File: config.mk
export PLATFORM = sky130hd
export DESIGN_NAME = multiset_bag_table
export DESIGN_NICKNAME = d
export VERILOG_FILES = /design/src/rtl/msbt_pkg.sv /design/src/rtl/msbt_ctrl.sv /design/src/rtl/msbt_dp.sv /design/src/rtl/multiset_bag_table.sv
export SDC_FILE = /design/constraint.sdc
export NUM_CORES = 2
export LEC_CHECK = 0
export CORE_MARGIN = 10
export CORE_UTILIZATION = 61
export DETAILED_ROUTE_END_ITERATION = 16
export DONT_BUFFER_PORTS = 1
export PLACE_DENSITY_LB_ADDON = 0.1
export SYNTH_ARGS = -nofsm -noshare
export SYNTH_HDL_FRONTEND = slang
export SYNTH_HIERARCHICAL = 1
export SYNTH_SLANG_ARGS = --single-unit
File: constraint.sdc
create_clock -name clk -period 5.5 [get_ports clk]
set_input_delay 0.275 -clock clk [delete_from_list [all_inputs] [get_ports clk]]
set_output_delay 0.275 -clock clk [all_outputs]
set_load 0.1 [all_outputs]
File: src/rtl/msbt_pkg.sv
// Shared constants, codes and controller/datapath interface types for the bag table.
package msbt_pkg;

    localparam int DEPTH  = 64;
    localparam int ADDR_W = $clog2(DEPTH);
    localparam int CNT_W  = $clog2(DEPTH + 1);

    // Fixed field widths of the request and response items
    localparam int KIND_W = 3;
    localparam int DATA_W = 32;
    localparam int IDX_W  = 6;
    localparam int STAT_W = 2;
    localparam int OCC_W  = 7;

    // Width that holds both an index and a fill count for compares
    localparam int CMP_W  = (CNT_W > IDX_W) ? CNT_W : IDX_W + 1;

    typedef enum logic [KIND_W-1:0] {
        KIND_APPEND    = 3'd0,
        KIND_INSERT    = 3'd1,
        KIND_COUNT     = 3'd2,
        KIND_ERASE_ONE = 3'd3,
        KIND_ERASE_ALL = 3'd4,
        KIND_READ      = 3'd5
    } kind_t;

    typedef enum logic [STAT_W-1:0] {
        ST_OK       = 2'd0,
        ST_FULL     = 2'd1,
        ST_MISSING  = 2'd2,
        ST_BADINDEX = 2'd3
    } status_t;

    typedef struct packed {
        logic capture;  // latch request, init pointers
        logic scan;     // count / erase scan over entries
        logic shift;    // move entries up for insert
        logic put;      // write the new value, bump fill
        logic rd;       // single entry read
        logic finish;   // commit fill count after an erase scan
        logic load;     // load response register
    } cmd_t;

    typedef struct packed {
        kind_t req_kind;
        logic  req_reject;
        logic  scan_done;
        logic  shift_done;
        logic  rsp_free;
    } sts_t;

endpackage

File: src/rtl/msbt_ctrl.sv
// Sequencing state machine for the bag table.
module msbt_ctrl (
    input  logic            clk,
    input  logic            rst_n,
    input  logic            req_valid,
    output logic            req_stall,
    input  msbt_pkg::sts_t  sts,
    output msbt_pkg::cmd_t  cmd
);

    typedef enum logic [5:0] {
        S_IDLE  = 6'b000001,
        S_SCAN  = 6'b000010,
        S_SHIFT = 6'b000100,
        S_PUT   = 6'b001000,
        S_READ  = 6'b010000,
        S_DONE  = 6'b100000
    } state_t;

    state_t state_reg;
    state_t state_next;

    assign req_stall = (state_reg != S_IDLE);

    always_comb
    begin
        state_next = state_reg;
        cmd        = '0;
        unique case (state_reg)
            S_IDLE:
            begin
                if (req_valid)
                begin
                    cmd.capture = 1'b1;
                    unique case (sts.req_kind)
                        msbt_pkg::KIND_APPEND,
                        msbt_pkg::KIND_INSERT:
                            state_next = sts.req_reject ? S_DONE : S_SHIFT;
                        msbt_pkg::KIND_COUNT,
                        msbt_pkg::KIND_ERASE_ONE,
                        msbt_pkg::KIND_ERASE_ALL:
                            state_next = S_SCAN;
                        msbt_pkg::KIND_READ:
                            state_next = sts.req_reject ? S_DONE : S_READ;
                        default:
                            state_next = S_DONE;
                    endcase
                end
            end
            S_SCAN:
            begin
                cmd.scan = 1'b1;
                if (sts.scan_done)
                begin
                    cmd.finish = 1'b1;
                    state_next = S_DONE;
                end
            end
            S_SHIFT:
            begin
                cmd.shift = 1'b1;
                if (sts.shift_done)
                begin
                    state_next = S_PUT;
                end
            end
            S_PUT:
            begin
                cmd.put    = 1'b1;
                state_next = S_DONE;
            end
            S_READ:
            begin
                cmd.rd     = 1'b1;
                state_next = S_DONE;
            end
            S_DONE:
            begin
                if (sts.rsp_free)
                begin
                    cmd.load   = 1'b1;
                    state_next = S_IDLE;
                end
            end
            default:
                state_next = S_IDLE;
        endcase
    end

    always_ff @(posedge clk or negedge rst_n)
    begin
        if (!rst_n)
        begin
            state_reg <= S_IDLE;
        end
        else
        begin
            state_reg <= state_next;
        end
    end

endmodule

File: src/rtl/msbt_dp.sv
// Entry memory, scan and shift pointers, fill count and response register.
module msbt_dp (
    input  logic                                  clk,
    input  logic                                  rst_n,
    input  msbt_pkg::cmd_t                        cmd,
    output msbt_pkg::sts_t                        sts,
    input  logic        [msbt_pkg::KIND_W-1:0]    kind,
    input  logic signed [msbt_pkg::DATA_W-1:0]    value,
    input  logic        [msbt_pkg::IDX_W-1:0]     index,
    output logic                                  rsp_valid,
    input  logic                                  rsp_stall,
    output logic        [msbt_pkg::STAT_W-1:0]    status,
    output logic signed [msbt_pkg::DATA_W-1:0]    read_value,
    output logic        [msbt_pkg::OCC_W-1:0]     match_count,
    output logic        [msbt_pkg::OCC_W-1:0]     occupancy
);

    logic [msbt_pkg::DATA_W-1:0] mem [msbt_pkg::DEPTH];
    logic [msbt_pkg::DATA_W-1:0] mem_q_reg;

    logic [msbt_pkg::CNT_W-1:0]  fill_reg;
    msbt_pkg::kind_t             op_reg;
    logic [msbt_pkg::DATA_W-1:0] value_reg;
    logic [msbt_pkg::CNT_W-1:0]  pos_reg;
    logic [msbt_pkg::CNT_W-1:0]  rd_ptr_reg;
    logic [msbt_pkg::CNT_W-1:0]  wr_ptr_reg;
    logic [msbt_pkg::CNT_W-1:0]  cnt_reg;
    logic                        found_reg;
    logic                        pv_reg;
    logic [msbt_pkg::ADDR_W-1:0] pidx_reg;
    msbt_pkg::status_t           err_reg;

    logic                        rsp_valid_reg;
    msbt_pkg::status_t           rsp_status_reg;
    logic [msbt_pkg::DATA_W-1:0] rsp_data_reg;
    logic [msbt_pkg::OCC_W-1:0]  rsp_match_reg;
    logic [msbt_pkg::OCC_W-1:0]  rsp_occ_reg;

    msbt_pkg::kind_t             req_kind;
    msbt_pkg::status_t           req_err;
    msbt_pkg::status_t           done_status;
    logic [msbt_pkg::CMP_W-1:0]  fill_cmp;
    logic [msbt_pkg::CMP_W-1:0]  idx_cmp;
    logic                        is_full;
    logic                        is_erase;
    logic                        match;
    logic                        keep;
    logic                        scan_issue;
    logic                        shift_issue;
    logic                        scan_wr;
    logic                        rd_en;
    logic [msbt_pkg::ADDR_W-1:0] rd_addr;
    logic                        wr_en;
    logic [msbt_pkg::ADDR_W-1:0] wr_addr;
    logic [msbt_pkg::DATA_W-1:0] wr_data;

    // request checks against the current fill count
    assign req_kind = msbt_pkg::kind_t'(kind);
    assign fill_cmp = msbt_pkg::CMP_W'(fill_reg);
    assign idx_cmp  = msbt_pkg::CMP_W'(index);
    assign is_full  = (fill_reg == msbt_pkg::CNT_W'(msbt_pkg::DEPTH));

    always_comb
    begin
        unique case (req_kind)
            msbt_pkg::KIND_APPEND:
                req_err = is_full ? msbt_pkg::ST_FULL : msbt_pkg::ST_OK;
            msbt_pkg::KIND_INSERT:
            begin
                priority if (is_full)
                    req_err = msbt_pkg::ST_FULL;
                else if (idx_cmp > fill_cmp)
                    req_err = msbt_pkg::ST_BADINDEX;
                else
                    req_err = msbt_pkg::ST_OK;
            end
            msbt_pkg::KIND_READ:
                req_err = (idx_cmp >= fill_cmp) ? msbt_pkg::ST_BADINDEX : msbt_pkg::ST_OK;
            default:
                req_err = msbt_pkg::ST_OK;
        endcase
    end

    assign is_erase = (op_reg == msbt_pkg::KIND_ERASE_ONE) ||
                      (op_reg == msbt_pkg::KIND_ERASE_ALL);

    // scan stage: compare the entry read last cycle
    assign match = cmd.scan && pv_reg && (mem_q_reg == value_reg);
    assign keep  = (op_reg == msbt_pkg::KIND_ERASE_ONE) ? !(match && !found_reg) : !match;

    assign scan_issue  = cmd.scan && (rd_ptr_reg < fill_reg);
    assign shift_issue = cmd.shift && (rd_ptr_reg > pos_reg);
    assign scan_wr     = cmd.scan && pv_reg && is_erase && keep;

    assign sts.req_kind   = req_kind;
    assign sts.req_reject = (req_err != msbt_pkg::ST_OK);
    assign sts.scan_done  = (rd_ptr_reg == fill_reg) && !pv_reg;
    assign sts.shift_done = (rd_ptr_reg == pos_reg) && !pv_reg;
    assign sts.rsp_free   = !rsp_valid_reg || !rsp_stall;

    // memory port selection
    always_comb
    begin
        rd_en   = scan_issue || shift_issue || cmd.rd;
        rd_addr = rd_ptr_reg[msbt_pkg::ADDR_W-1:0];
        if (shift_issue)
            rd_addr = msbt_pkg::ADDR_W'(rd_ptr_reg - msbt_pkg::CNT_W'(1));
        else if (cmd.rd)
            rd_addr = pos_reg[msbt_pkg::ADDR_W-1:0];

        wr_en   = 1'b0;
        wr_addr = wr_ptr_reg[msbt_pkg::ADDR_W-1:0];
        wr_data = mem_q_reg;
        if (scan_wr)
        begin
            wr_en = 1'b1;
        end
        else if (cmd.shift && pv_reg)
        begin
            wr_en   = 1'b1;
            wr_addr = msbt_pkg::ADDR_W'(msbt_pkg::CNT_W'(pidx_reg) + msbt_pkg::CNT_W'(1));
        end
        else if (cmd.put)
        begin
            wr_en   = 1'b1;
            wr_addr = pos_reg[msbt_pkg::ADDR_W-1:0];
            wr_data = value_reg;
        end
    end

    always_ff @(posedge clk)
    begin
        if (wr_en)
        begin
            mem[wr_addr] <= wr_data;
        end
        if (rd_en)
        begin
            mem_q_reg <= mem[rd_addr];
        end
    end

    always_comb
    begin
        unique case (op_reg)
            msbt_pkg::KIND_ERASE_ONE:
                done_status = found_reg ? msbt_pkg::ST_OK : msbt_pkg::ST_MISSING;
            msbt_pkg::KIND_ERASE_ALL:
                done_status = (cnt_reg == '0) ? msbt_pkg::ST_MISSING : msbt_pkg::ST_OK;
            default:
                done_status = err_reg;
        endcase
    end

    // control registers
    always_ff @(posedge clk or negedge rst_n)
    begin
        if (!rst_n)
        begin
            fill_reg      <= '0;
            rd_ptr_reg    <= '0;
            wr_ptr_reg    <= '0;
            cnt_reg       <= '0;
            found_reg     <= 1'b0;
            pv_reg        <= 1'b0;
            rsp_valid_reg <= 1'b0;
        end
        else
        begin
            // no issue on a capture cycle, so the pipe is empty at the start
            pv_reg <= scan_issue || shift_issue;
            if (cmd.capture)
            begin
                rd_ptr_reg <= ((req_kind == msbt_pkg::KIND_APPEND) ||
                               (req_kind == msbt_pkg::KIND_INSERT)) ? fill_reg : '0;
                wr_ptr_reg <= '0;
                cnt_reg    <= '0;
                found_reg  <= 1'b0;
            end
            if (scan_issue)
                rd_ptr_reg <= rd_ptr_reg + msbt_pkg::CNT_W'(1);
            if (shift_issue)
                rd_ptr_reg <= rd_ptr_reg - msbt_pkg::CNT_W'(1);
            if (scan_wr)
                wr_ptr_reg <= wr_ptr_reg + msbt_pkg::CNT_W'(1);
            if (match)
            begin
                cnt_reg   <= cnt_reg + msbt_pkg::CNT_W'(1);
                found_reg <= 1'b1;
            end
            if (cmd.finish && is_erase)
                fill_reg <= wr_ptr_reg;
            if (cmd.put)
                fill_reg <= fill_reg + msbt_pkg::CNT_W'(1);

            if (cmd.load)
                rsp_valid_reg <= 1'b1;
            else if (!rsp_stall)
                rsp_valid_reg <= 1'b0;
        end
    end

    // payload registers
    always_ff @(posedge clk)
    begin
        if (cmd.capture)
        begin
            op_reg    <= req_kind;
            value_reg <= value;
            pos_reg   <= (req_kind == msbt_pkg::KIND_APPEND) ? fill_reg
                                                             : msbt_pkg::CNT_W'(idx_cmp);
            err_reg   <= req_err;
        end
        if (shift_issue)
            pidx_reg <= msbt_pkg::ADDR_W'(rd_ptr_reg - msbt_pkg::CNT_W'(1));
        if (cmd.load)
        begin
            rsp_status_reg <= done_status;
            rsp_data_reg   <= ((op_reg == msbt_pkg::KIND_READ) && (err_reg == msbt_pkg::ST_OK))
                              ? mem_q_reg : '0;
            rsp_match_reg  <= ((op_reg == msbt_pkg::KIND_COUNT) ||
                               (op_reg == msbt_pkg::KIND_ERASE_ALL))
                              ? msbt_pkg::OCC_W'(cnt_reg) : '0;
            rsp_occ_reg    <= msbt_pkg::OCC_W'(fill_reg);
        end
    end

    assign rsp_valid   = rsp_valid_reg;
    assign status      = rsp_status_reg;
    assign read_value  = rsp_data_reg;
    assign match_count = rsp_match_reg;
    assign occupancy   = rsp_occ_reg;

endmodule

File: src/rtl/multiset_bag_table.sv
// Top level of the bag table: request/response channels, controller and datapath.
//
// A bag of up to DEPTH (64) signed 32-bit values held as a packed list in a
// single-port-read, single-port-write memory. One request item is taken at a
// time: append, insert at index, count, erase one, erase all, or read. Every
// request returns exactly one response item with a status, the read value,
// a match count and the occupancy after the operation. With n = fill count,
// count and both erases walk all n entries; an insert at index i moves
// d = n - i entries up, and nothing moves for an append or an insert at
// the end; rejected requests and unused kinds go straight to the response.
// A stalled response adds its stall on top only when a later item is ready
// to load behind it. The entry memory moves one entry per cycle. A response
// waits in its own register, so the next request is taken while it is stalled.
// No clearing pass after reset: only entries below the fill count are read.
module multiset_bag_table (
    input  logic                                  clk,
    input  logic                                  rst_n,
    // request channel
    input  logic                                  req_valid,
    output logic                                  req_stall,
    input  logic        [msbt_pkg::KIND_W-1:0]    kind,
    input  logic signed [msbt_pkg::DATA_W-1:0]    value,
    input  logic        [msbt_pkg::IDX_W-1:0]     index,
    // response channel
    output logic                                  rsp_valid,
    input  logic                                  rsp_stall,
    output logic        [msbt_pkg::STAT_W-1:0]    status,
    output logic signed [msbt_pkg::DATA_W-1:0]    read_value,
    output logic        [msbt_pkg::OCC_W-1:0]     match_count,
    output logic        [msbt_pkg::OCC_W-1:0]     occupancy
);

    msbt_pkg::cmd_t cmd;
    msbt_pkg::sts_t sts;

    // Controller: accepts a request only in its idle state and steps the
    // datapath through scan, shift, write, read and response load.
    msbt_ctrl u_ctrl (
        .clk       (clk),
        .rst_n     (rst_n),
        .req_valid (req_valid),
        .req_stall (req_stall),
        .sts       (sts),
        .cmd       (cmd)
    );

    // Datapath: entry memory with registered read data feeding the
    // compare/write pipeline, fill count and the response register.
    msbt_dp u_dp (
        .clk         (clk),
        .rst_n       (rst_n),
        .cmd         (cmd),
        .sts         (sts),
        .kind        (kind),
        .value       (value),
        .index       (index),
        .rsp_valid   (rsp_valid),
        .rsp_stall   (rsp_stall),
        .status      (status),
        .read_value  (read_value),
        .match_count (match_count),
        .occupancy   (occupancy)
    );

endmodule

==> summary.md <==
| Metric | Value |
|---|---|
| Status | `finished clean` |
| Root Buffer | `clkbuf_16` |
| Routed wire length | `280000 um` |
| Comb power frac | `0.320` |
| Tmin final | `5.33 ns` |
| CORE AREA | `146000 um2` |
| Clock buffer count from CTS | `215` |
| Commonest cells in the netlist | `2178 x edfxtp_1, 1396 x nand2_1, 433 x nand3_1` |
| Cell Area, Synth | `89300 um2` |
| Hold Path Class | `input pin to flop` |
| Max reg flops | `2048` |
| Vias in the first global route | `55000` |
| Total track usage | `0.338` |
| Unrepaired setup endpoints after global routing | `no` |
| Worst R2R Path Depth | `17` |
| Hold Startpoint | `value[21]` |
| Global-route wire length before repair | `398000 um` |
| Sw Share | `0.360` |
| Largest net degree at the start of global routing | `85` |
| Syn-to-layout area delta | `13.3%` |
| Initial DRC count | `9769` |
| Post-DP HPWL | `166000 um` |
| Total leakage power | `34.6 nW` |
| Post-synthesis compound-gate area fraction | `0.0672` |
| Flop pwr share | `0.398` |
| Final setup fails | `0` |
| Worst-path fanout max | `33` |
| Clock sink total | `2215` |
| Slew HR | `0.0281` |
| Worst Skew | `0.0345 ns` |
| Starting Density | `0.613` |
| VDD IR max | `0.000372 V` |
| Min-Delay Endpoint | `u_dp/value_reg[21]` |
| Post-synthesis simple-gate area fraction | `0.115` |
| Final core utilization | `0.695` |
| Most frequent cell after synthesis | `edfxtp_1` |
| Area of the die | `162000 um2` |
| Post-synthesis xor/xnor area fraction | `0.00520` |
| Worst R2R End | `u_dp/mem_q_reg[0]` |
| Distinct cells, synth | `78` |
| Row cnt | `140` |
| Placed cell count | `8303` |
| Final hold violations | `0` |
| Die Wd | `403 um` |
| Tightest Pin Transition | `1.45 ns` |
| Worst-path clk slew | `0.06 ns` |
| Port Buf Inserts | `0` |
| CP Launch Point | `u_ctrl/state_reg[1]` |
| Hold Path Stages | `1` |
| Post-synthesis adder-cell area fraction | `0.00392` |
| Worst skew pair latency | `0.85 ns` |
| Crit start category | `flop` |
| Post-synthesis async set-or-reset flop share | `0.0167` |
| Post-synthesis mux area share | `0.0432` |
| Clock power frac | `0.282` |
| Multi-input combinational cell area | `21700 um2` |
| Via/cell ratio | `6.74` |
| Number of flops mapped to enable cells by yosys | `2178` |
| Post-Syn Nets | `6525` |
| Synth Register Bits | `2215` |
| Crit path capture type | `flop` |
| CP arrival | `5.87 ns` |
| Final worst-path cycle share | `0.968` |
| Critical path class | `flop to flop` |
| Worst-case clock buffer depth | `3` |
| TritonCTS clock tree | `built` |
| Detailed Routing Iterations Pass 1 | `6` |
| Final non-filler cell total | `8754` |
| Cell internal pwr | `0.0321 W` |
| Synth area leader | `edfxtp_1` |
| Layout fillers | `9741` |
| Sum Neg Setup Slack | `0 ns` |
| Switch Pwr | `0.0180 W` |
| Layout cells sized above 1 | `0.116` |
| Critical R2R Launch | `u_ctrl/state_reg[1]` |
| Max_cap viols | `0` |
| Synth area leaders | `edfxtp_1 73%, nand2_1 5.9%, mux2i_1 3.8%, nand3_1 2.4%, a21oi_1 2.3%` |
| Initial antenna violation count | `20` |
| Final GP Congestion | `0.916` |
| Part of the Yosys area used for sequential elements | `0.743` |
| Yosys warns | `6` |
| Sequential Area | `66300 um2` |
| # IOs | `95` |
| Grt ovf | `0` |
| Nets | `6732` |
| Syn_area_per_cell | `13.8 um2` |
| Cells after synthesis | `6452` |
| Fmax | `188 MHz` |
| Pwr per Cell Area | `496 nW/um2` |
| Biggest register | `u_dp/mem` |
| Flop-to-flop setup slack | `0.17 ns` |
| Wirelength per Cell | `32.0 um` |
| Htree depth | `4` |
| Primary FF master, synth | `edfxtp_1` |
| Vias | `59000` |
| Main combinational cell family by area after synthesis | `simple AND/OR/NAND/NOR gates` |
| Die Y | `403 um` |
| Max-slew violation count | `0` |
| Worst Path Required | `6.05 ns` |
| Antenna-violating nets left | `0` |
| DR DRC count | `0` |
| Post-synth top area share | `0.732` |
worst max-delay path, stage by stage (launching register included):
cell	delay (ns)
dfrtp_1	0.42
or4_1	0.60
or3b_2	0.53
inv_1	0.15
o21a_1	0.18
o21ai_2	0.07
inv_2	0.21
buf_4	0.29
nor3_1	0.13
a31oi_4	0.29
buf_12	0.31
buf_12	0.30
a21oi_1	0.08
nor3_1	0.30
a2111oi_1	0.09
clkdlybuf4s18_2	0.32
o211ai_1	0.52
nand3_1	0.17
layout by cell type (no fill, tap or decap), drive strengths merged, types with 11 or more instances in the layout:
| cell type | synthesis | routed |
|---|---|---|
| a2111oi | 21 | 21 |
| a211oi | 36 | 36 |
| a21oi | 403 | 403 |
| a311oi | 18 | 18 |
| a31oi | 92 | 92 |
| a32oi | 11 | 11 |
| and2 | 71 | 71 |
| and3 | 36 | 36 |
| buf | 248 | 344 |
| bufinv | 0 | 13 |
| clkbuf | 154 | 283 |
| clkinv | 0 | 82 |
| dfrtp | 36 | 36 |
| dlygate4sd3 | 0 | 46 |
| edfxtp | 2178 | 2178 |
| ha | 28 | 28 |
| inv | 32 | 40 |
| mux2 | 41 | 41 |
| mux2i | 338 | 338 |
| nand2 | 1397 | 1397 |
| nand3 | 433 | 433 |
| nand4 | 32 | 32 |
| nor2 | 193 | 193 |
| nor3 | 133 | 133 |
| nor4 | 14 | 14 |
| o21a | 11 | 11 |
| o21ai | 100 | 100 |
| o221ai | 101 | 101 |
| o22ai | 94 | 94 |
| o31ai | 14 | 14 |
| or3 | 19 | 19 |
| or4 | 11 | 11 |
| xnor2 | 43 | 43 |
cell type report:
class                           count  area share
Antenna cell                        5    0.000124
Clock buffer                      283      0.0571
Clock inverter                    107     0.00866
Inverter                           32     0.00119
Multi-Input combinational cell   3803       0.215
Sequential cell                  2215       0.656
Tap cell                         1917      0.0237
Timing Repair Buffer              392      0.0386
what timing repair did:
action,4_1_cts,5_1_grt
setup buffers,0,8
hold buffers,48,0
resized for setup,3,7
setup endpoints to repair,3,8
endpoints found under the hold margin,100,0
through the flow:
step | power, W | hold WS (ns) | area (um2) | worst slack, ns
2_1_floorplan | 0.0289 | -0.0206 | 89300 | 0.661
3_3_place_gp | 0.0354 | -0.0194 | 93800 | -0.301
3_5_place_dp | 0.0355 | -0.0194 | 93800 | -0.197
4_1_cts | 0.0495 | 0.0310 | 101000 | 0.00167
5_1_grt | 0.0514 | 0.0677 | 101000 | 0.0139
6_report | 0.0501 | 0.0718 | 101000 | 0.175
power by group through the flow:
| stage | combinational [W] | clock (W) | sequential, W |
|---|---|---|---|
| 2_1_floorplan | 0.00870 | 0 | 0.0202 |
| 3_3_place_gp | 0.0151 | 0 | 0.0203 |
| 3_5_place_dp | 0.0152 | 0 | 0.0203 |
| 4_1_cts | 0.0154 | 0.0142 | 0.0199 |
| 5_1_grt | 0.0166 | 0.0149 | 0.0200 |
| 6_report | 0.0161 | 0.0141 | 0.0199 |
worst max-delay path by stage:
stage,end,depth (start not counted),slack (ns)
floorplan,u_dp/match_count[0],3,0.66
global placement,u_dp/mem_q_reg[10],15,-0.30
detailed placement,u_dp/mem_q_reg[5],15,-0.20
CTS,u_dp/mem_q_reg[26],15,0.002
global route,u_dp/mem[2][31],12,0.01
finish,u_dp/mem_q_reg[0],17,0.17
per-layer routing:
| metal | part of all wire | GRT usage | routed length, um | vias up |
|---|---|---|---|---|
| li1 | - | - | - | 24600 |
| met1 | 0.37 | 0.477 | 104000 | 29200 |
| met2 | 0.44 | 0.493 | 122000 | 4463 |
| met3 | 0.15 | 0.101 | 41100 | 663 |
| met4 | 0.044 | 0.139 | 12400 | 10 |
| met5 | 0.00023 | 0 | 65 | - |
kinds of logic after synthesis:
| kind of cell | after synthesis |
|---|---|
| AOI/OAI and AO/OA | 960 |
| muxes | 379 |
| xor gates and xnor gates | 53 |
| DFF | 2215 |
| adders and majority gates | 28 |
| and+or+nand+nor | 2383 |
| buffers and inverters | 434 |
(Power assumes the default switching activity.)
